## src/sv/scls_pkg.sv

```systemverilog
// Shared types and constants for the step charge level selector.
package scls_pkg;

   // operation codes carried in the request word
   localparam logic [1:0] OP_CHECK = 2'd0;
   localparam logic [1:0] OP_RESET = 2'd1;
   localparam logic [1:0] OP_WRITE = 2'd2;

   // table selectors for a table write
   localparam logic [2:0] TBL_VOLTAGE = 3'd0;
   localparam logic [2:0] TBL_CURRENT = 3'd1;
   localparam logic [2:0] TBL_SOC     = 3'd2;
   localparam logic [2:0] TBL_FAST    = 3'd3;
   localparam logic [2:0] TBL_FLOAT   = 3'd4;

   // register indexes on the csr port
   localparam logic [1:0] REG_MODE      = 2'd0;
   localparam logic [1:0] REG_POWER_THR = 2'd1;
   localparam logic [1:0] REG_STEP_CNT  = 2'd2;

   // mode bit masks
   localparam logic [6:0] MODE_VOLTAGE  = 7'h01;
   localparam logic [6:0] MODE_SOC      = 7'h02;
   localparam logic [6:0] MODE_POWER    = 7'h04;
   localparam logic [6:0] MODE_CABLE    = 7'h08;
   localparam logic [6:0] MODE_FLOAT    = 7'h20;
   localparam logic [6:0] MODE_CURRENT  = 7'h40;
   localparam logic [6:0] MODE_ANY_CRIT = 7'h43;

   localparam logic [16:0] VOLT_MARGIN = 17'd20;

   localparam logic [15:0] POWER_THR_RESET = 16'd20000;

   typedef struct packed {
      logic [6:0]  mode_bits;
      logic [15:0] power_threshold;
      logic [3:0]  step_count;
   } cfg_type;

   typedef struct packed {
      logic capture;   // latch the accepted word, start the walk
      logic advance;   // move the walk to the next step
      logic commit;    // update selection and load the result word
   } cmd_type;

   typedef struct packed {
      logic check_go;  // accepted word is a check with gates open
      logic stop_any;  // an enabled criterion stops at the walk step
      logic at_last;   // walk step reached the last usable step
      logic selected;  // a step was selected before this word
   } status_type;

endpackage

```

## src/sv/scls_csr.sv

```systemverilog
// Configuration registers behind the APB-style csr port.
module scls_csr (
   input  logic                 clock,
   input  logic                 reset,
   input  logic                 csr_psel,
   input  logic                 csr_penable,
   input  logic                 csr_pwrite,
   input  logic [3:0]           csr_paddr,
   input  logic [31:0]          csr_pwdata,
   output logic [31:0]          csr_prdata,
   output logic                 csr_pready,
   output scls_pkg::cfg_type    cfg
);
   import scls_pkg::*;

   logic [6:0]  mode_ff, mode_in;
   logic [15:0] power_thr_ff, power_thr_in;
   logic [3:0]  step_cnt_ff, step_cnt_in;
   logic        wr_en;
   logic [1:0]  reg_idx;

   assign csr_pready = 1'b1;
   assign reg_idx    = csr_paddr[3:2];
   assign wr_en      = csr_psel && csr_penable && csr_pwrite;

   always_comb begin
      mode_in      = mode_ff;
      power_thr_in = power_thr_ff;
      step_cnt_in  = step_cnt_ff;
      if (wr_en) begin
         case (reg_idx)
            REG_MODE:      mode_in      = csr_pwdata[6:0];
            REG_POWER_THR: power_thr_in = csr_pwdata[15:0];
            REG_STEP_CNT:  step_cnt_in  = csr_pwdata[3:0];
            default: ;
         endcase
      end
   end

   always_ff @(posedge clock) begin
      if (reset) begin
         mode_ff      <= '0;
         power_thr_ff <= POWER_THR_RESET;
         step_cnt_ff  <= '0;
      end else begin
         mode_ff      <= mode_in;
         power_thr_ff <= power_thr_in;
         step_cnt_ff  <= step_cnt_in;
      end
   end

   always_comb begin
      case (reg_idx)
         REG_MODE:      csr_prdata = {25'd0, mode_ff};
         REG_POWER_THR: csr_prdata = {16'd0, power_thr_ff};
         REG_STEP_CNT:  csr_prdata = {28'd0, step_cnt_ff};
         default:       csr_prdata = '0;
      endcase
   end

   assign cfg.mode_bits       = mode_ff;
   assign cfg.power_threshold = power_thr_ff;
   assign cfg.step_count      = step_cnt_ff;

endmodule

```

## src/sv/scls_ctrl.sv

```systemverilog
// Controller: sequences accept, step walk and result hand-off.
module scls_ctrl (
   input  logic                   clock,
   input  logic                   reset,
   input  logic                   req_tvalid,
   output logic                   req_tready,
   output logic                   rsp_tvalid,
   input  logic                   rsp_tready,
   input  scls_pkg::status_type   status,
   output scls_pkg::cmd_type      cmd
);
   import scls_pkg::*;

   localparam logic [1:0] ST_IDLE = 2'd0;
   localparam logic [1:0] ST_WALK = 2'd1;
   localparam logic [1:0] ST_FIN  = 2'd2;

   logic [1:0] state_ff, state_in;
   logic       rsp_valid_ff, rsp_valid_in;

   assign req_tready = (state_ff == ST_IDLE);
   assign rsp_tvalid = rsp_valid_ff;

   always_comb begin
      state_in     = state_ff;
      rsp_valid_in = rsp_valid_ff && !rsp_tready;
      cmd          = '0;
      case (state_ff)
         ST_IDLE: begin
            if (req_tvalid) begin
               cmd.capture = 1'b1;
               state_in    = status.check_go ? ST_WALK : ST_FIN;
            end
         end
         ST_WALK: begin
            // first stop of any criterion is the lowest candidate
            if (status.at_last || status.stop_any) begin
               state_in = ST_FIN;
            end else if (status.selected) begin
               cmd.advance = 1'b1;
               state_in    = ST_FIN;
            end else begin
               cmd.advance = 1'b1;
            end
         end
         ST_FIN: begin
            if (!rsp_valid_ff || rsp_tready) begin
               cmd.commit   = 1'b1;
               rsp_valid_in = 1'b1;
               state_in     = ST_IDLE;
            end
         end
         default: state_in = ST_IDLE;
      endcase
   end

   always_ff @(posedge clock) begin
      if (reset) begin
         state_ff     <= ST_IDLE;
         rsp_valid_ff <= 1'b0;
      end else begin
         state_ff     <= state_in;
         rsp_valid_ff <= rsp_valid_in;
      end
   end

endmodule

```

## src/sv/scls_datapath.sv

```systemverilog
// Datapath: step tables, walk counter, selection state and result word.
module scls_datapath #(
   parameter int MAX_STEPS = 8
) (
   input  logic                   clock,
   input  logic                   reset,
   input  scls_pkg::cfg_type      cfg,
   input  scls_pkg::cmd_type      cmd,
   input  logic [1:0]             req_op,
   input  logic [2:0]             req_table_sel,
   input  logic [2:0]             req_table_index,
   input  logic [15:0]            req_table_value,
   input  logic [15:0]            req_chg_power,
   input  logic                   req_hv_cable,
   input  logic [15:0]            req_battery_voltage,
   input  logic signed [15:0]     req_battery_current,
   input  logic [9:0]             req_state_of_charge,
   input  logic                   req_no_swelling,
   output scls_pkg::status_type   status,
   output logic                   rsp_changed,
   output logic                   rsp_step_valid,
   output logic [2:0]             rsp_step_index,
   output logic [15:0]            rsp_fast_current,
   output logic                   rsp_float_update,
   output logic [15:0]            rsp_float_voltage
);
   import scls_pkg::*;

   localparam int SW = (MAX_STEPS > 1) ? $clog2(MAX_STEPS) : 1;
   localparam int CW = $clog2(MAX_STEPS + 1);

   logic [15:0] volt_tbl_ff  [MAX_STEPS];
   logic [15:0] cur_tbl_ff   [MAX_STEPS];
   logic [15:0] soc_tbl_ff   [MAX_STEPS];
   logic [15:0] fast_tbl_ff  [MAX_STEPS];
   logic [15:0] float_tbl_ff [MAX_STEPS];

   logic [15:0]        volt_ff;
   logic signed [15:0] cur_ff;
   logic [9:0]         soc_ff;
   logic               noswell_ff;
   logic [1:0]         op_ff;
   logic               walk_ff;

   logic [SW-1:0] step_ff, step_in;
   logic [SW-1:0] cur_step_ff, cur_step_in;
   logic          sel_ff, sel_in;

   logic [CW-1:0] cnt;
   logic [SW-1:0] last;
   logic          go;
   logic          wr_ok;
   logic [SW-1:0] wr_addr;
   logic          stop_v, stop_c, stop_s;
   logic          changed_n, fupd_n;

   // usable step count saturates at the table depth
   always_comb begin
      if (32'(cfg.step_count) > MAX_STEPS) cnt = CW'(MAX_STEPS);
      else                                 cnt = CW'(cfg.step_count);
      if (cnt != '0) last = SW'(cnt - 1'b1);
      else           last = '0;
   end

   always_comb begin
      go = (cfg.mode_bits != '0);
      if (((cfg.mode_bits & MODE_POWER) != '0) && (req_chg_power < cfg.power_threshold))
         go = 1'b0;
      if (((cfg.mode_bits & MODE_CABLE) != '0) && !req_hv_cable)
         go = 1'b0;
      if ((cfg.mode_bits & MODE_ANY_CRIT) == '0)
         go = 1'b0;
   end

   // per-criterion stop at the walk step; negative current stops as a huge unsigned value
   always_comb begin
      stop_v = ((cfg.mode_bits & MODE_VOLTAGE) != '0) &&
               (({1'b0, volt_ff} + VOLT_MARGIN) < {1'b0, volt_tbl_ff[step_ff]});
      stop_c = ((cfg.mode_bits & MODE_CURRENT) != '0) &&
               (cur_ff[15] || (16'(cur_ff) > cur_tbl_ff[step_ff]));
      stop_s = ((cfg.mode_bits & MODE_SOC) != '0) &&
               ({6'd0, soc_ff} < soc_tbl_ff[step_ff]);
   end

   assign status.check_go = (req_op == OP_CHECK) && go;
   assign status.stop_any = stop_v || stop_c || stop_s;
   assign status.at_last  = (step_ff >= last);
   assign status.selected = sel_ff;

   assign wr_ok   = cmd.capture && (req_op == OP_WRITE) && (32'(req_table_index) < MAX_STEPS);
   assign wr_addr = SW'(req_table_index);

   always_ff @(posedge clock) begin
      if (wr_ok) begin
         case (req_table_sel)
            TBL_VOLTAGE: volt_tbl_ff[wr_addr]  <= req_table_value;
            TBL_CURRENT: cur_tbl_ff[wr_addr]   <= req_table_value;
            TBL_SOC:     soc_tbl_ff[wr_addr]   <= req_table_value;
            TBL_FAST:    fast_tbl_ff[wr_addr]  <= req_table_value;
            TBL_FLOAT:   float_tbl_ff[wr_addr] <= req_table_value;
            default: ;
         endcase
      end
   end

   always_ff @(posedge clock) begin
      if (cmd.capture) begin
         volt_ff    <= req_battery_voltage;
         cur_ff     <= req_battery_current;
         soc_ff     <= req_state_of_charge;
         noswell_ff <= req_no_swelling;
         op_ff      <= req_op;
         walk_ff    <= status.check_go;
      end
   end

   always_comb begin
      step_in = step_ff;
      if (cmd.capture)      step_in = sel_ff ? cur_step_ff : '0;
      else if (cmd.advance) step_in = step_ff + 1'b1;
   end

   assign changed_n = walk_ff && (!sel_ff || (step_ff != cur_step_ff));
   assign fupd_n    = changed_n && ((cfg.mode_bits & MODE_FLOAT) != '0) && noswell_ff;

   always_comb begin
      sel_in      = sel_ff;
      cur_step_in = cur_step_ff;
      if (cmd.commit) begin
         if (op_ff == OP_RESET) begin
            sel_in      = 1'b0;
            cur_step_in = '0;
         end else if (changed_n) begin
            sel_in      = 1'b1;
            cur_step_in = step_ff;
         end
      end
   end

   always_ff @(posedge clock) begin
      if (reset) begin
         step_ff     <= '0;
         cur_step_ff <= '0;
         sel_ff      <= 1'b0;
      end else begin
         step_ff     <= step_in;
         cur_step_ff <= cur_step_in;
         sel_ff      <= sel_in;
      end
   end

   // result word
   always_ff @(posedge clock) begin
      if (cmd.commit) begin
         rsp_changed       <= changed_n;
         rsp_step_valid    <= sel_in;
         rsp_step_index    <= 3'(cur_step_in);
         rsp_fast_current  <= changed_n ? fast_tbl_ff[step_ff] : 16'd0;
         rsp_float_update  <= fupd_n;
         rsp_float_voltage <= fupd_n ? float_tbl_ff[step_ff] : 16'd0;
      end
   end

endmodule

```

## src/sv/step_charge_level_select_unit.sv

```systemverilog
// Top level of the step charge level selector.
// A check word with open gates walks the shared step counter until an enabled criterion
// stops or the last usable step is reached (at most one step past a held step); other words
// go straight to commit, which waits for a free result slot. New words wait for the commit.
// Reset (synchronous, active high): no step selected, step 0, mode 0, power threshold
// 20000, step count 0; step tables are not cleared and hold nothing until written.
module step_charge_level_select_unit #(
   parameter int MAX_STEPS = 8
) (
   input  logic        clock,
   input  logic        reset,
   input  logic        req_tvalid,
   output logic        req_tready,
   // table_index[2:0], table_value[18:3], chg_power[34:19], hv_cable[35],
   // battery_voltage[51:36], battery_current[67:52], state_of_charge[77:68],
   // no_swelling[78], zero fill[79]
   input  logic [79:0] req_tdata,
   // op[1:0], table_sel[4:2]
   input  logic [4:0]  req_tuser,
   output logic        rsp_tvalid,
   input  logic        rsp_tready,
   // changed[0], step_valid[1], step_index[4:2], fast_current[20:5],
   // float_update[21], float_voltage[37:22], zero fill[39:38]
   output logic [39:0] rsp_tdata,
   input  logic        csr_psel,
   input  logic        csr_penable,
   input  logic        csr_pwrite,
   input  logic [3:0]  csr_paddr,
   input  logic [31:0] csr_pwdata,
   output logic [31:0] csr_prdata,
   output logic        csr_pready
);
   import scls_pkg::*;

   cfg_type    cfg;
   cmd_type    cmd;
   status_type status;

   logic        rsp_changed;
   logic        rsp_step_valid;
   logic [2:0]  rsp_step_index;
   logic [15:0] rsp_fast_current;
   logic        rsp_float_update;
   logic [15:0] rsp_float_voltage;

   scls_csr u_csr (
      .clock       (clock),
      .reset       (reset),
      .csr_psel    (csr_psel),
      .csr_penable (csr_penable),
      .csr_pwrite  (csr_pwrite),
      .csr_paddr   (csr_paddr),
      .csr_pwdata  (csr_pwdata),
      .csr_prdata  (csr_prdata),
      .csr_pready  (csr_pready),
      .cfg         (cfg)
   );

   scls_ctrl u_ctrl (
      .clock      (clock),
      .reset      (reset),
      .req_tvalid (req_tvalid),
      .req_tready (req_tready),
      .rsp_tvalid (rsp_tvalid),
      .rsp_tready (rsp_tready),
      .status     (status),
      .cmd        (cmd)
   );

   scls_datapath #(
      .MAX_STEPS (MAX_STEPS)
   ) u_datapath (
      .clock               (clock),
      .reset               (reset),
      .cfg                 (cfg),
      .cmd                 (cmd),
      .req_op              (req_tuser[1:0]),
      .req_table_sel       (req_tuser[4:2]),
      .req_table_index     (req_tdata[2:0]),
      .req_table_value     (req_tdata[18:3]),
      .req_chg_power       (req_tdata[34:19]),
      .req_hv_cable        (req_tdata[35]),
      .req_battery_voltage (req_tdata[51:36]),
      .req_battery_current (req_tdata[67:52]),
      .req_state_of_charge (req_tdata[77:68]),
      .req_no_swelling     (req_tdata[78]),
      .status              (status),
      .rsp_changed         (rsp_changed),
      .rsp_step_valid      (rsp_step_valid),
      .rsp_step_index      (rsp_step_index),
      .rsp_fast_current    (rsp_fast_current),
      .rsp_float_update    (rsp_float_update),
      .rsp_float_voltage   (rsp_float_voltage)
   );

   assign rsp_tdata = {2'b00, rsp_float_voltage, rsp_float_update, rsp_fast_current,
                       rsp_step_index, rsp_step_valid, rsp_changed};

endmodule

```

## config.mk

```make
export PLATFORM = sky130hd
export DESIGN_NAME = step_charge_level_select_unit
export DESIGN_NICKNAME = d
export VERILOG_FILES = /design/src/sv/scls_pkg.sv /design/src/sv/scls_csr.sv /design/src/sv/scls_ctrl.sv /design/src/sv/scls_datapath.sv /design/src/sv/step_charge_level_select_unit.sv
export SDC_FILE = /design/constraint.sdc
export NUM_CORES = 1
export LEC_CHECK = 0
export BUFFER_PORTS_ARGS = -buffer_cell sky130_fd_sc_hd__buf_4
export CORE_ASPECT_RATIO = 1.5
export CORE_MARGIN = 1
export CORE_UTILIZATION = 43
export CTS_CLUSTER_DIAMETER = 80
export DETAILED_ROUTE_END_ITERATION = 10
export REMOVE_ABC_BUFFERS = 1
export SLEW_MARGIN = 20
export SYNTH_ARGS = -nofsm -noshare
export SYNTH_HDL_FRONTEND = slang
export SYNTH_SLANG_ARGS = --single-unit
```

## constraint.sdc

```tcl
create_clock -name clock -period 4.9 [get_ports clock]
set_input_delay 0.735 -clock clock [delete_from_list [all_inputs] [get_ports clock]]
set_output_delay 0.735 -clock clock [all_outputs]
set_load 0.005 [all_outputs]
```

# After elaboration in Yosys (flattened, before gate mapping)

Memory sizes are Yosys's and may differ from the RTL's. A register that Yosys moved wholly into a read port is not among the register bits.
Cells that the tools add are included.

Memories kept: 5
Bits in writable memories: 640
Word-level logic and storage cells: 133
Bits in registers: 89
Output and inout bits: 75
Input bits: 128

Memories:

| memory                  | depth | width | read ports | clocked after Yosys merged registers in | write ports | RTL line            | RTL |
|---|---|---|---|---|---|---|---|
| u_datapath.cur_tbl_ff   | 8     | 16    | 1          | 1                                       | 1           | scls_datapath.sv:33 | `logic [15:0] cur_tbl_ff [MAX_STEPS];` |
| u_datapath.fast_tbl_ff  | 8     | 16    | 1          | 1                                       | 1           | scls_datapath.sv:35 | `logic [15:0] fast_tbl_ff [MAX_STEPS];` |
| u_datapath.float_tbl_ff | 8     | 16    | 1          | 1                                       | 1           | scls_datapath.sv:36 | `logic [15:0] float_tbl_ff [MAX_STEPS];` |
| u_datapath.soc_tbl_ff   | 8     | 16    | 1          | 1                                       | 1           | scls_datapath.sv:34 | `logic [15:0] soc_tbl_ff [MAX_STEPS];` |
| u_datapath.volt_tbl_ff  | 8     | 16    | 1          | 1                                       | 1           | scls_datapath.sv:32 | `logic [15:0] volt_tbl_ff [MAX_STEPS];` |

Equal/unequal tests: 14
Add/sub/neg operators: 3
Mux-type cells: 50
Magnitude comparators: 6
Reductions and logical operators: 37

Operator list:

| cell                    | count |
|---|---|
| $pmux W16 S3            | 1 |
| $mux W3                 | 13 |
| $mux W1                 | 29 |
| $add A16 B5 Y17 const B | 1 |
| $lt A17 B16 Y1          | 1 |
| $gt A16 B16 Y1          | 1 |
| $lt A10 B16 Y1          | 1 |
| $lt A16 B16 Y1          | 1 |
| $logic_and A1 B1 Y1     | 13 |
| $mux W2                 | 5 |
| $logic_not A7 Y1        | 1 |
| $reduce_bool A7 Y1      | 1 |
| $eq A2 B1 Y1 const B    | 3 |
| $eq A2 B2 Y1 const B    | 3 |
| $eq A3 B2 Y1 const B    | 2 |
| $logic_not A1 Y1        | 6 |
| $logic_not A2 Y1        | 3 |
| $logic_or A1 B1 Y1      | 6 |
| $pmux W2 S3             | 1 |
| $reduce_and A2 Y1       | 3 |
| $gt A4 B4 Y1 const B    | 1 |
| $mux W4                 | 1 |
| $reduce_bool A4 Y1      | 1 |
| $add A3 B1 Y3 const B   | 1 |
| other kinds (11)        | 11 |

# Depth between registers and ports, before layout

Gate-level depths: netlist of run 1.

Depth after elaboration: 12
Mapped depth: 14

# Cells and area by module

A second synthesis of run 1 with hierarchy kept.

Cells, all modules: 1,549
Area total of the unflattened synthesis: 30,295.3 um^2

Modules (own cells, without submodules):

| module                        | cells an instance | instances | area an instance (um^2) |
|---|---|---|---|
| scls_datapath                 | 1,365             | 1         | 28,609.9 |
| scls_csr                      | 159               | 1         | 1,475.2 |
| scls_ctrl                     | 19                | 1         | 168.9 |
| step_charge_level_select_unit | 6                 | 1         | 41.3 |

# Least setup slack after synthesis of run 1

Ideal clock, no wire load.

Path kind: input port to flip-flop
From: in rsp_tready
To: reg u_datapath.rsp_step_index[0], data pin
Cell stages on the path: 4
Path buffers: 0
Path slack: 1.170 ns
Data arrival time: 3.469 ns
Path through: nand2b_1 nor2b_1 o21ai_0 a22o_1

RTL lines:

| what                   | RTL line                            | RTL |
|---|---|---|
| start: declaration     | step_charge_level_select_unit.sv:21 | `input logic rsp_tready,` |
| end signal: assignment | scls_datapath.sv:157                | `rsp_step_index <= 3'(cur_step_in);` |
| end: declaration       | scls_datapath.sv:22                 | `output logic [2:0] rsp_step_index,` |

==> run summary, run 1 <==
Vias - 14,933
RSZ-0062 raised after global routing - false
Final Slew Violations - 0
Warnings from Yosys - 0
Maxcap violations - 0
Slew at the pin closest to its max-slew limit - 1070 ps
CTS max path bufs - 3
Complex-gate fraction of the synthesized area - 0.0231
Top delay family on crit path - compound AO/OA/AOI/OAI gates
Hold EP - u_datapath.cur_ff[13]
Ports - 203
Main synth FF type - edfxtp_1
Worst r2r path cells - 11
Syn Area/Cell - 19.5 sq um
DRT Wirelength - 67,100 um
Placed cell areas - 0.0326 sq mm
Clk_lat worst skew - 610 ps
Register area share after synthesis - 0.750
Setup ws final - 754 ps
FF/Latch Area - 0.0226 sq mm
Antenna-violating nets left - 0
Max Used Layer - met5
Largest net degree at the start of global routing - 68
Critical path's largest stage delay - 740 ps
H-tree lvl count - 3
Die footprint - 0.0710 sq mm
Mux cell area share after synthesis - 0.141
GRT Residual Overflow - 0
CP max-delay cell - dfxtp_4
Die extent in y - 326 um
Fin. Hold Viols - 0
Global-route wire length before repair - 100,000 um
Post-CTS Setup Inserts - 0
Post-Syn Area - 0.0301 sq mm
Wire per inst - 24.6 um
Worst setup SP type - flip-flop
Area share of fa/ha/maj cells after synthesis - 0.0250
Critical Path End Type - flip-flop
Placed instance count - 2,601
RR Endpoint - u_datapath.step_ff[0]
Metal3 WL - 3600 um
Post-route minimum period - 4150 ps
CTS root buf - clkbuf_16
Syn Inst Count - 1,543
NumNets Final - 1,962
Number of non-filler instances in the completed layout - 2,728
Static leakage - 11.4 nW
Overall routing resource usage - 0.193
Initial antenna violation count - 5
Met2 WL - 35,300 um
Critical Path AT - 4640 ps
Max IR drop VDD - 263 uV
Hold_sp - req_tdata[65]
Residual DRC - 0
Core area - 0.0691 sq mm
Status - complete, no violations
Hold WC Path Type - in -> reg
Initial Utilization - 0.435
Layout Utilization - 0.505
Rows - 118
Buffer and inverter count on the worst path - 1
Post-route cell area - 0.0349 sq mm
Multi-input logic area - 0.00711 sq mm
# fillers - 5,592
DR iter-0 viols - 1,331
Num CTS Buffers - 71
CP dominant cell by count - a21oi_1
Critical path cell sequence - buf_4, mux4_2, mux2i_1, ha_1, a211o_1, a21oi_1, o41ai_1, a21oi_1, nor3_2, xnor2_1, a211oi_1
Post-place setup slack - 694 ps
Crit-path max FO - 28
Reg-to-reg slack, setup - 750 ps
Required time worst endpoint - 5390 ps
Largest family of logic cells by synthesized area - multiplexers
DR vias/cell - 5.47
DRT Pass-1 Iters - 7
Final setup fails - 0
Clock-pin slew on the worst setup and hold paths - 60 ps
Asr flop ratio synth - 0
Synth Register Bits - 764
Post-DP HPWL - 40,000 um
Die Wd - 218 um
Hold_buf cts - 0
Post-Route M1 WL - 26,600 um
Clk sinks - 764
Worst Skew - 23.9 ps
Crit path kind - reg -> reg
Worst hold path depth - 1
Cts repair resizes - 0
Pwr/cell area - 418 mW/mm^2
GP Congestion - 0.806
Xor/xnor share of the synthesized area - 0.00495
Simple-gate area share of the yosys netlist - 0.0393
Max_slew headroom - 0.287
Layout cells sized above 1 - 0.266
Period utilisation layout - 0.846
IO Port Bufs - 164
Vias in the first global route - 15,776
Synth cell types - 57
Peak Freq - 241 MHz
Area overhead of the layout relative to synthesis - 16.1%
Number of enable flip-flop cells after synthesis - 724
CTS tree - yes
==> per-stage QoR <==
stage / total power [mW] / hold slack (ps) / setup TNS [ps]
2_1_floorplan: 8.53 / 438 / -10990
3_3_place_gp: 9.11 / 452 / 0
3_5_place_dp: 9.14 / 457 / 0
4_1_cts: 14.7 / 260 / 0
5_1_grt: 15.1 / 269 / 0
6_report: 14.6 / 295 / 0
==> logic make-up (layout without fill, tap and decap cells) <==
| family | Yosys count | count (layout) |
|---|---|---|
| flip-flops | 764 | 764 |
| AND/OR/NAND/NOR | 244 | 244 |
| multiplexers | 242 | 242 |
| AO/OA/AOI/OAI | 108 | 108 |
| buffers and inverters | 106 | 372 |
| adder cells (fa/ha/maj) | 60 | 60 |
| XOR/XNOR | 17 | 17 |
| other | 2 | 21 |
==> placed cells by master, fill, tap and decap left out, drive strengths merged, types with 10 or more instances in the layout <==
cell    instances
edfxtp        724
buf           219
mux4          145
nor2          107
mux2i          94
clkbuf         85
ha             60
nand2          42
dfxtp          40
a21oi          35
inv            34
o21ai          24
clkinv         21
conb           19
nor2b          15
xnor2          11
nand4          11
nand3          10
==> final cells by class <==
cell class	instances	share of cell area
multi-input combinational	690	0.204
clock inverter	40	0.0130
inverter	28	0.00301
sequential	764	0.646
antenna	2	0.000143
clock buffer	85	0.0539
timing repair buffer	219	0.0475
tap	900	0.0323
==> power breakdown <==
part | internal (mW) | leakage [nW] | total, mW | switching (mW)
Clock | 3.23 | 1.13 | 5.61 | 2.38
Sequential | 7.35 | 6.89 | 7.51 | 0.153
Combinational | 0.697 | 3.33 | 1.46 | 0.762
Total | 11.3 | 11.4 | 14.6 | 3.30
==> cell usage after synthesis, types with 15 or more instances <==
| cell type | instances | area (sq um) |
|---|---|---|
| a21oi_1 | 35 | 175 |
| buf_4 | 22 | 165 |
| clkbuf_1 | 40 | 150 |
| dfxtp_1 | 40 | 801 |
| edfxtp_1 | 724 | 21700 |
| ha_1 | 60 | 751 |
| inv_1 | 25 | 93.8 |
| mux2i_1 | 94 | 941 |
| mux4_2 | 145 | 3270 |
| nand2_1 | 42 | 158 |
| nor2_1 | 107 | 402 |
| nor2b_1 | 15 | 93.8 |
| o21ai_0 | 23 | 115 |
==> worst max path at each step <==
stage,startpoint,end,slack (ps),cells past startpoint
floorplan,flip-flop,flip-flop,-1450,11
global placement,flip-flop,flip-flop,730,10
detailed placement,flip-flop,flip-flop,690,10
CTS,flip-flop,u_datapath.step_ff[0],650,10
global route,flip-flop,u_datapath.step_ff[0],440,11
finish,flip-flop,u_datapath.step_ff[0],750,11
==> flip-flops by register name, indices dropped and copies added (netlist names), 2 cells and up, named ones only <==
| register | count |
|---|---|
| u_csr.power_thr_ff | 16 |
| u_datapath.rsp_fast_current | 16 |
| u_datapath.rsp_step_index | 3 |
| u_csr.mode_ff | 7 |
| u_datapath.step_ff | 3 |
| u_datapath.cur_step_ff | 3 |
| u_datapath.soc_tbl_ff | 128 |
| u_datapath.cur_tbl_ff | 128 |
| u_datapath.cur_ff | 16 |
| u_datapath.volt_tbl_ff | 128 |
| u_datapath.rsp_float_voltage | 16 |
| u_csr.step_cnt_ff | 4 |
| u_datapath.fast_tbl_ff | 128 |
| u_ctrl.state_ff | 2 |
| u_datapath.float_tbl_ff | 128 |
| u_datapath.op_ff | 2 |
| u_datapath.soc_ff | 10 |
| u_datapath.volt_ff | 16 |
==> per-layer routing <==
metal | vias up | global-route usage
met5 | - | 0
met4 | 4 | 0.0637
met3 | 101 | 0.0325
met2 | 414 | 0.340
met1 | 7776 | 0.240
li1 | 6638 | -
Note: power is estimated with default switching activity, not from simulation.
==> run 2: changes to the inputs <==
clock period = 3.7 ns   (was 4.9 ns; I/O delays follow)
==> run 2 against run 1 <==
Global-route usage down 0.19 points. Hold slack worse by 170 ps. Sequential share of layout area down 0.61 points. Non-clock buffer count up 30. Setup slack worse by 560 ps. Power up 32%. Die area unchanged. Register-to-register slack worse by 560 ps. Routed wire length down 0.56%. Critical path depth up 4.
==> run summary, run 2 (same netlist as run 1, synthesis figures left out) <==
Residual DRC - 0 (unchanged)
Worst Skew - 21.3 ps (was 23.9 ps)
Maxcap violations - 0 (unchanged)
Die Wd - 218 um (unchanged)
IO Port Bufs - 164 (unchanged)
CTS tree - yes (unchanged)
Post-route minimum period - 3500 ps (was 4150 ps)
Commonest non-fill, non-tap cell in the layout - edfxtp_1 (unchanged)
Num CTS Buffers - 72 (was 71)
Final Slew Violations - 0 (unchanged)
Wire per inst - 24.2 um (was 24.6 um)
Hold WC Path Type - in -> reg (unchanged)
NumNets Final - 1,993 (was 1,962)
GP Congestion - 0.789 (was 0.806)
# fillers - 5,607 (was 5,592)
Clk_lat worst skew - 610 ps (about the same)
DRT Wirelength - 66,700 um (was 67,100 um)
Crit path kind - reg -> reg (unchanged)
Critical Path AT - 4030 ps (was 4640 ps)
DR iter-0 viols - 1,027 (was 1,331)
CP dominant cell by count - buf_4 (was a21oi_1)
Clk sinks - 764 (unchanged)
Ports - 203 (unchanged)
Post-DP HPWL - 40,600 um (was 40,000 um)
Multi-input logic area - 0.00715 sq mm (was 0.00711 sq mm)
Pwr/cell area - 547 mW/mm^2 (was 418 mW/mm^2)
Largest net degree at the start of global routing - 65 (was 68)
Period utilisation layout - 0.947 (was 0.846)
H-tree lvl count - 3 (unchanged)
Area overhead of the layout relative to synthesis - 17.2% (was 16.1%)
Required time worst endpoint - 4230 ps (was 5390 ps)
Max IR drop VDD - 331 uV (was 263 uV)
Die extent in y - 326 um (unchanged)
Core area - 0.0691 sq mm (unchanged)
Max_slew headroom - 0.329 (was 0.287)
Commonest cells after routing, fill and taps aside - edfxtp_1, buf_4, mux4_2 (unchanged)
Global-route wire length before repair - 99,000 um (was 100,000 um)
Setup ws final - 198 ps (was 754 ps)
Crit-path max FO - 8 (was 28)
Critical Path End Type - flip-flop (unchanged)
Fin. Hold Viols - 0 (unchanged)
Vias - 14,832 (was 14,933)
Initial antenna violation count - 4 (was 5)
Setup TNS - 0 ps (unchanged)
Peak Freq - 286 MHz (was 241 MHz)
DRT Pass-1 Iters - 5 (was 7)
CTS root buf - clkbuf_16 (unchanged)
Layout cells sized above 1 - 0.282 (was 0.266)
Pwr Total - 19.3 mW (was 14.6 mW)
DR vias/cell - 5.37 (was 5.47)
Initial Utilization - 0.435 (unchanged)
CP max-delay cell - mux4_2 (was dfxtp_4)
Static leakage - 11.5 nW (was 11.4 nW)
CTS max path bufs - 3 (unchanged)
Overall routing resource usage - 0.191 (was 0.193)
Worst setup SP type - flip-flop (unchanged)
Die footprint - 0.0710 sq mm (unchanged)
Slew at the pin closest to its max-slew limit - 1000 ps (was 1070 ps)
Final setup fails - 0 (unchanged)
Status - complete, no violations (unchanged)
GRT Residual Overflow - 0 (unchanged)
Post-place setup slack - -6.74 ps (was 694 ps)
Layout Utilization - 0.510 (was 0.505)
FF/Latch Area - 0.0226 sq mm (unchanged)
Clock-pin slew on the worst setup and hold paths - 60 ps (about the same)
Antenna-violating nets left - 0 (unchanged)
Critical path's largest stage delay - 530 ps (was 740 ps)
Critical path cell sequence - mux4_2, mux2i_1, buf_4, ha_1, a2111oi_1, buf_4, o31ai_1, a31oi_1, a211oi_2, o211ai_1, buf_4, nor3_4, buf_4, a21oi_1, mux2i_1 (was buf_4, mux4_2, mux2i_1, ha_1, a211o_1, a21oi_1, o41ai_1, a21oi_1, nor3_2, xnor2_1, a211oi_1)
Rows - 118 (unchanged)
Vias in the first global route - 15,773 (was 15,776)
-- run 2: worst max-delay path: cells and delay by family (launching register included) --
kind / cells / cell delay [ps]
compound gates: 6 / 1200
fa+ha+maj: 1 / 230
buf+inv: 4 / 590
flops: 1 / 470
mux: 3 / 870
simple gates: 1 / 50
-- run 2: layer usage --
layer / global-route usage / share of wire / vias to the layer above
li1: - / - / 6700
met1: 0.237 / 0.40 / 7619
met2: 0.338 / 0.53 / 410
met3: 0.0314 / 0.051 / 99
met4: 0.0613 / 0.022 / 4
met5: 0 / 0.00040 / -
-- run 2: repair_timing --
action | in CTS | in global routing
hold buffers | 0 | 0
pin swaps | 0 | 1
buffers inserted | 0 | 2
gates resized for setup | 2 | 14
setup endpoints to repair | 5 | 8
cloned | 0 | 1
-- run 2: metrics by stage --
stage	hold WS, ps	std cells	cell area, sq um
finish	123	2761	35200
global route	93.0	2761	35200
CTS	84.6	2756	35100
detailed placement	465	2628	32800
global placement	453	2628	32800
floorplan	438	1482	29700
-- run 2: path summary, 6_finish.rpt --
| path | depth (start not counted) | start | to | slack (ps) |
|---|---|---|---|---|
| setup / recovery | 15 | flip-flop | u_ctrl.state_ff[1] | 200 |
| hold / removal | 1 | req_tdata[40] | u_datapath.volt_ff[4] | 120 |
| setup reg to reg | 15 | flip-flop | u_ctrl.state_ff[1] | 200 |
| hold reg to reg | 2 | u_csr.power_thr_ff[7] | u_csr.power_thr_ff[7] | 470 |
-- run 2: area by class of cell --
| type | instances | share of cell area |
|---|---|---|
| Antenna cell | 2 | 0.000142 |
| Clock buffer | 93 | 0.0549 |
| Clock inverter | 35 | 0.0105 |
| Inverter | 28 | 0.00298 |
| Multi-Input combinational cell | 690 | 0.203 |
| Sequential cell | 764 | 0.640 |
| Tap cell | 900 | 0.0320 |
| Timing Repair Buffer | 249 | 0.0561 |
-- run 2: where the power goes --
part | internal (mW) | switching (mW) | leakage, nW | total, mW
clock network | 4.14 | 3.14 | 1.11 | 7.28
registers | 9.74 | 0.142 | 6.89 | 9.88
logic | 1.01 | 1.09 | 3.52 | 2.10
total | 14.9 | 4.38 | 11.5 | 19.3
==> run 3: changes to the inputs <==
CTS_BUF_LIST = sky130_fd_sc_hd__clkbuf_16   (was unset)
==> run 3 against run 2 <==
Cell count is the same. Clock power shrank 1%. Sequential share of layout area is essentially flat. Flip-flop and latch count is the same. Core utilization is essentially flat. Sequential power is essentially flat. Non-clock buffer count is the same. Routed wire length is essentially flat. Critical endpoint unchanged. Largest power group unchanged. Highest routed layer unchanged. Count of clock-buffer cells in the layout shrank 19.
==> run summary, run 3 (same netlist as run 1, synthesis figures left out) <==
Top delay family on crit path - compound AO/OA/AOI/OAI gates (unchanged)
GRT Residual Overflow - 0 (unchanged)
Power Internal - 14.8 mW (was 14.9 mW)
Residual DRC - 0 (unchanged)
Hold WC Path Type - in -> reg (unchanged)
Layout Utilization - 0.510 (about the same)
Pwr/cell area - 545 mW/mm^2 (was 547 mW/mm^2)
Die extent in y - 326 um (unchanged)
Worst setup SP type - flip-flop (unchanged)
Setup ws final - 193 ps (was 198 ps)
Area overhead of the layout relative to synthesis - 17.2% (about the same)
Max IR drop VDD - 331 uV (about the same)
CP max-delay cell - mux4_2 (unchanged)
Share of power burned in registers - 0.515 (was 0.513)
Pwr Total - 19.2 mW (was 19.3 mW)
Worst Skew - 22.0 ps (was 21.3 ps)
Fin. Hold Viols - 0 (unchanged)
Vias in the first global route - 15,771 (was 15,773)
Peak Freq - 285 MHz (was 286 MHz)
CTS max path bufs - 3 (unchanged)
Clk_lat worst skew - 610 ps (about the same)
DRT Pass-1 Iters - 7 (was 5)
Static leakage - 11.6 nW (was 11.5 nW)
Sw Share - 0.228 (was 0.227)
Post-place setup slack - -6.74 ps (unchanged)
Ports - 203 (unchanged)
Overall routing resource usage - 0.191 (unchanged)
Hold_sp - req_tdata[40] (unchanged)
Clock Power Share - 0.376 (was 0.378)
H-tree lvl count - 3 (unchanged)
CTS tree - yes (unchanged)
DRT Wirelength - 66,700 um (about the same)
FF/Latch Area - 0.0226 sq mm (unchanged)
CTS root buf - clkbuf_16 (unchanged)
Post-DP HPWL - 40,600 um (unchanged)
# fillers - 5,610 (was 5,607)
Hold_buf cts - 0 (unchanged)
Core area - 0.0691 sq mm (unchanged)
Slew at the pin closest to its max-slew limit - 991 ps (was 1000 ps)
Wire per inst - 24.2 um (about the same)
Antenna-violating nets left - 0 (unchanged)
Multi-input logic area - 0.00715 sq mm (unchanged)
Clk sinks - 764 (unchanged)
Switch Pwr - 4.38 mW (about the same)
Crit path kind - reg -> reg (unchanged)
Buffer and inverter count on the worst path - 4 (unchanged)
DR iter-0 viols - 1,068 (was 1,027)
Num CTS Buffers - 72 (unchanged)
GP Congestion - 0.789 (unchanged)
Critical path's largest stage delay - 530 ps (about the same)
Initial Utilization - 0.435 (unchanged)
Vias - 14,873 (was 14,832)
Maxcap violations - 0 (unchanged)
Reg-to-reg slack, setup - 190 ps (was 200 ps)
Die Wd - 218 um (unchanged)
Clock-pin slew on the worst setup and hold paths - 60 ps (about the same)
Commonest cells after routing, fill and taps aside - edfxtp_1, buf_4, mux4_2 (unchanged)
Crit-path max FO - 8 (unchanged)
Worst r2r path cells - 15 (unchanged)
DR vias/cell - 5.39 (was 5.37)
Required time worst endpoint - 4230 ps (about the same)
Status - complete, no violations (unchanged)
Worst hold path depth - 1 (unchanged)
Post-route minimum period - 3510 ps (was 3500 ps)
Rows - 118 (unchanged)
Initial antenna violation count - 4 (unchanged)
NumNets Final - 1,993 (unchanged)
Global-route wire length before repair - 99,000 um (unchanged)
Layout cells sized above 1 - 0.281 (was 0.282)
Max_slew headroom - 0.338 (was 0.329)
Hold EP - u_datapath.volt_ff[4] (unchanged)
Period utilisation layout - 0.948 (was 0.947)
Comb power frac - 0.110 (was 0.109)
Critical Path AT - 4030 ps (about the same)
CP dominant cell by count - buf_4 (unchanged)
Commonest non-fill, non-tap cell in the layout - edfxtp_1 (unchanged)
Critical path cell sequence - mux4_2, mux2i_1, buf_4, ha_1, a2111oi_1, buf_4, o31ai_1, a31oi_1, a211oi_2, o211ai_1, buf_4, nor3_4, buf_4, a21oi_1, mux2i_1 (unchanged)
Largest net degree at the start of global routing - 65 (unchanged)
Die footprint - 0.0710 sq mm (unchanged)
Critical Path End Type - flip-flop (unchanged)
Final setup fails - 0 (unchanged)
Final Slew Violations - 0 (unchanged)
RR Endpoint - u_ctrl.state_ff[1] (unchanged)
IO Port Bufs - 164 (unchanged)
run 3: stage by stage:
step	std cells	hold slack, ps	cell area, sq um	setup TNS [ps]
detailed placement	2628	465	32800	-11.6
CTS	2756	84.3	35100	0
global route	2761	92.8	35200	-61.6
floorplan	1482	438	29700	-48170
finish	2761	122	35200	0
global placement	2628	453	32800	-4.12
run 3: worst max-delay path by stage:
stage	to	slack [ps]	from	depth (start not counted)
detailed placement	flip-flop	-7	flip-flop	13
finish	u_ctrl.state_ff[1]	190	flip-flop	15
CTS	flip-flop	6	flip-flop	13
global route	u_ctrl.state_ff[1]	-60	flip-flop	15
floorplan	flip-flop	-2650	flip-flop	11
global placement	flip-flop	-3	flip-flop	13
run 3: area by class of cell:
class                           count  area share
Antenna cell                        2    0.000142
Clock buffer                       74      0.0526
Clock inverter                     54      0.0125
Inverter                           28     0.00298
Multi-Input combinational cell    690       0.203
Sequential cell                   764       0.641
Tap cell                          900      0.0320
Timing Repair Buffer              249      0.0561
run 3: repair_timing:
item,in CTS,in global routing
gates resized for setup,2,14
pin swaps,0,1
setup buffers,0,2
gates cloned,0,1
setup endpoints to repair,5,8
run 3: worst reg2reg max path: cells and delay by family (launching register included):
family	cells	cell delay, ps
AOI/OAI and AO/OA	6	1220
DFF	1	470
muxes	3	870
and+or+nand+nor	1	50
buffers and inverters	4	590
adders and majority gates	1	230
run 3: routing by layer:
layer	up-vias	part of all wire	global-route usage
met5	-	0.00040	0
met1	7659	0.40	0.237
met2	409	0.53	0.338
li1	6698	-	-
met3	103	0.049	0.0314
met4	4	0.023	0.0613
run 3: power by group through the flow:
stage	combinational, mW	clock, mW	sequential [mW]
after global routing	2.30	7.69	9.90
after floorplan	1.09	0	10.2
final	2.10	7.21	9.88
after detailed placement	2.10	0	10.1
after CTS	2.11	7.39	9.88
after global placement	2.07	0	10.1
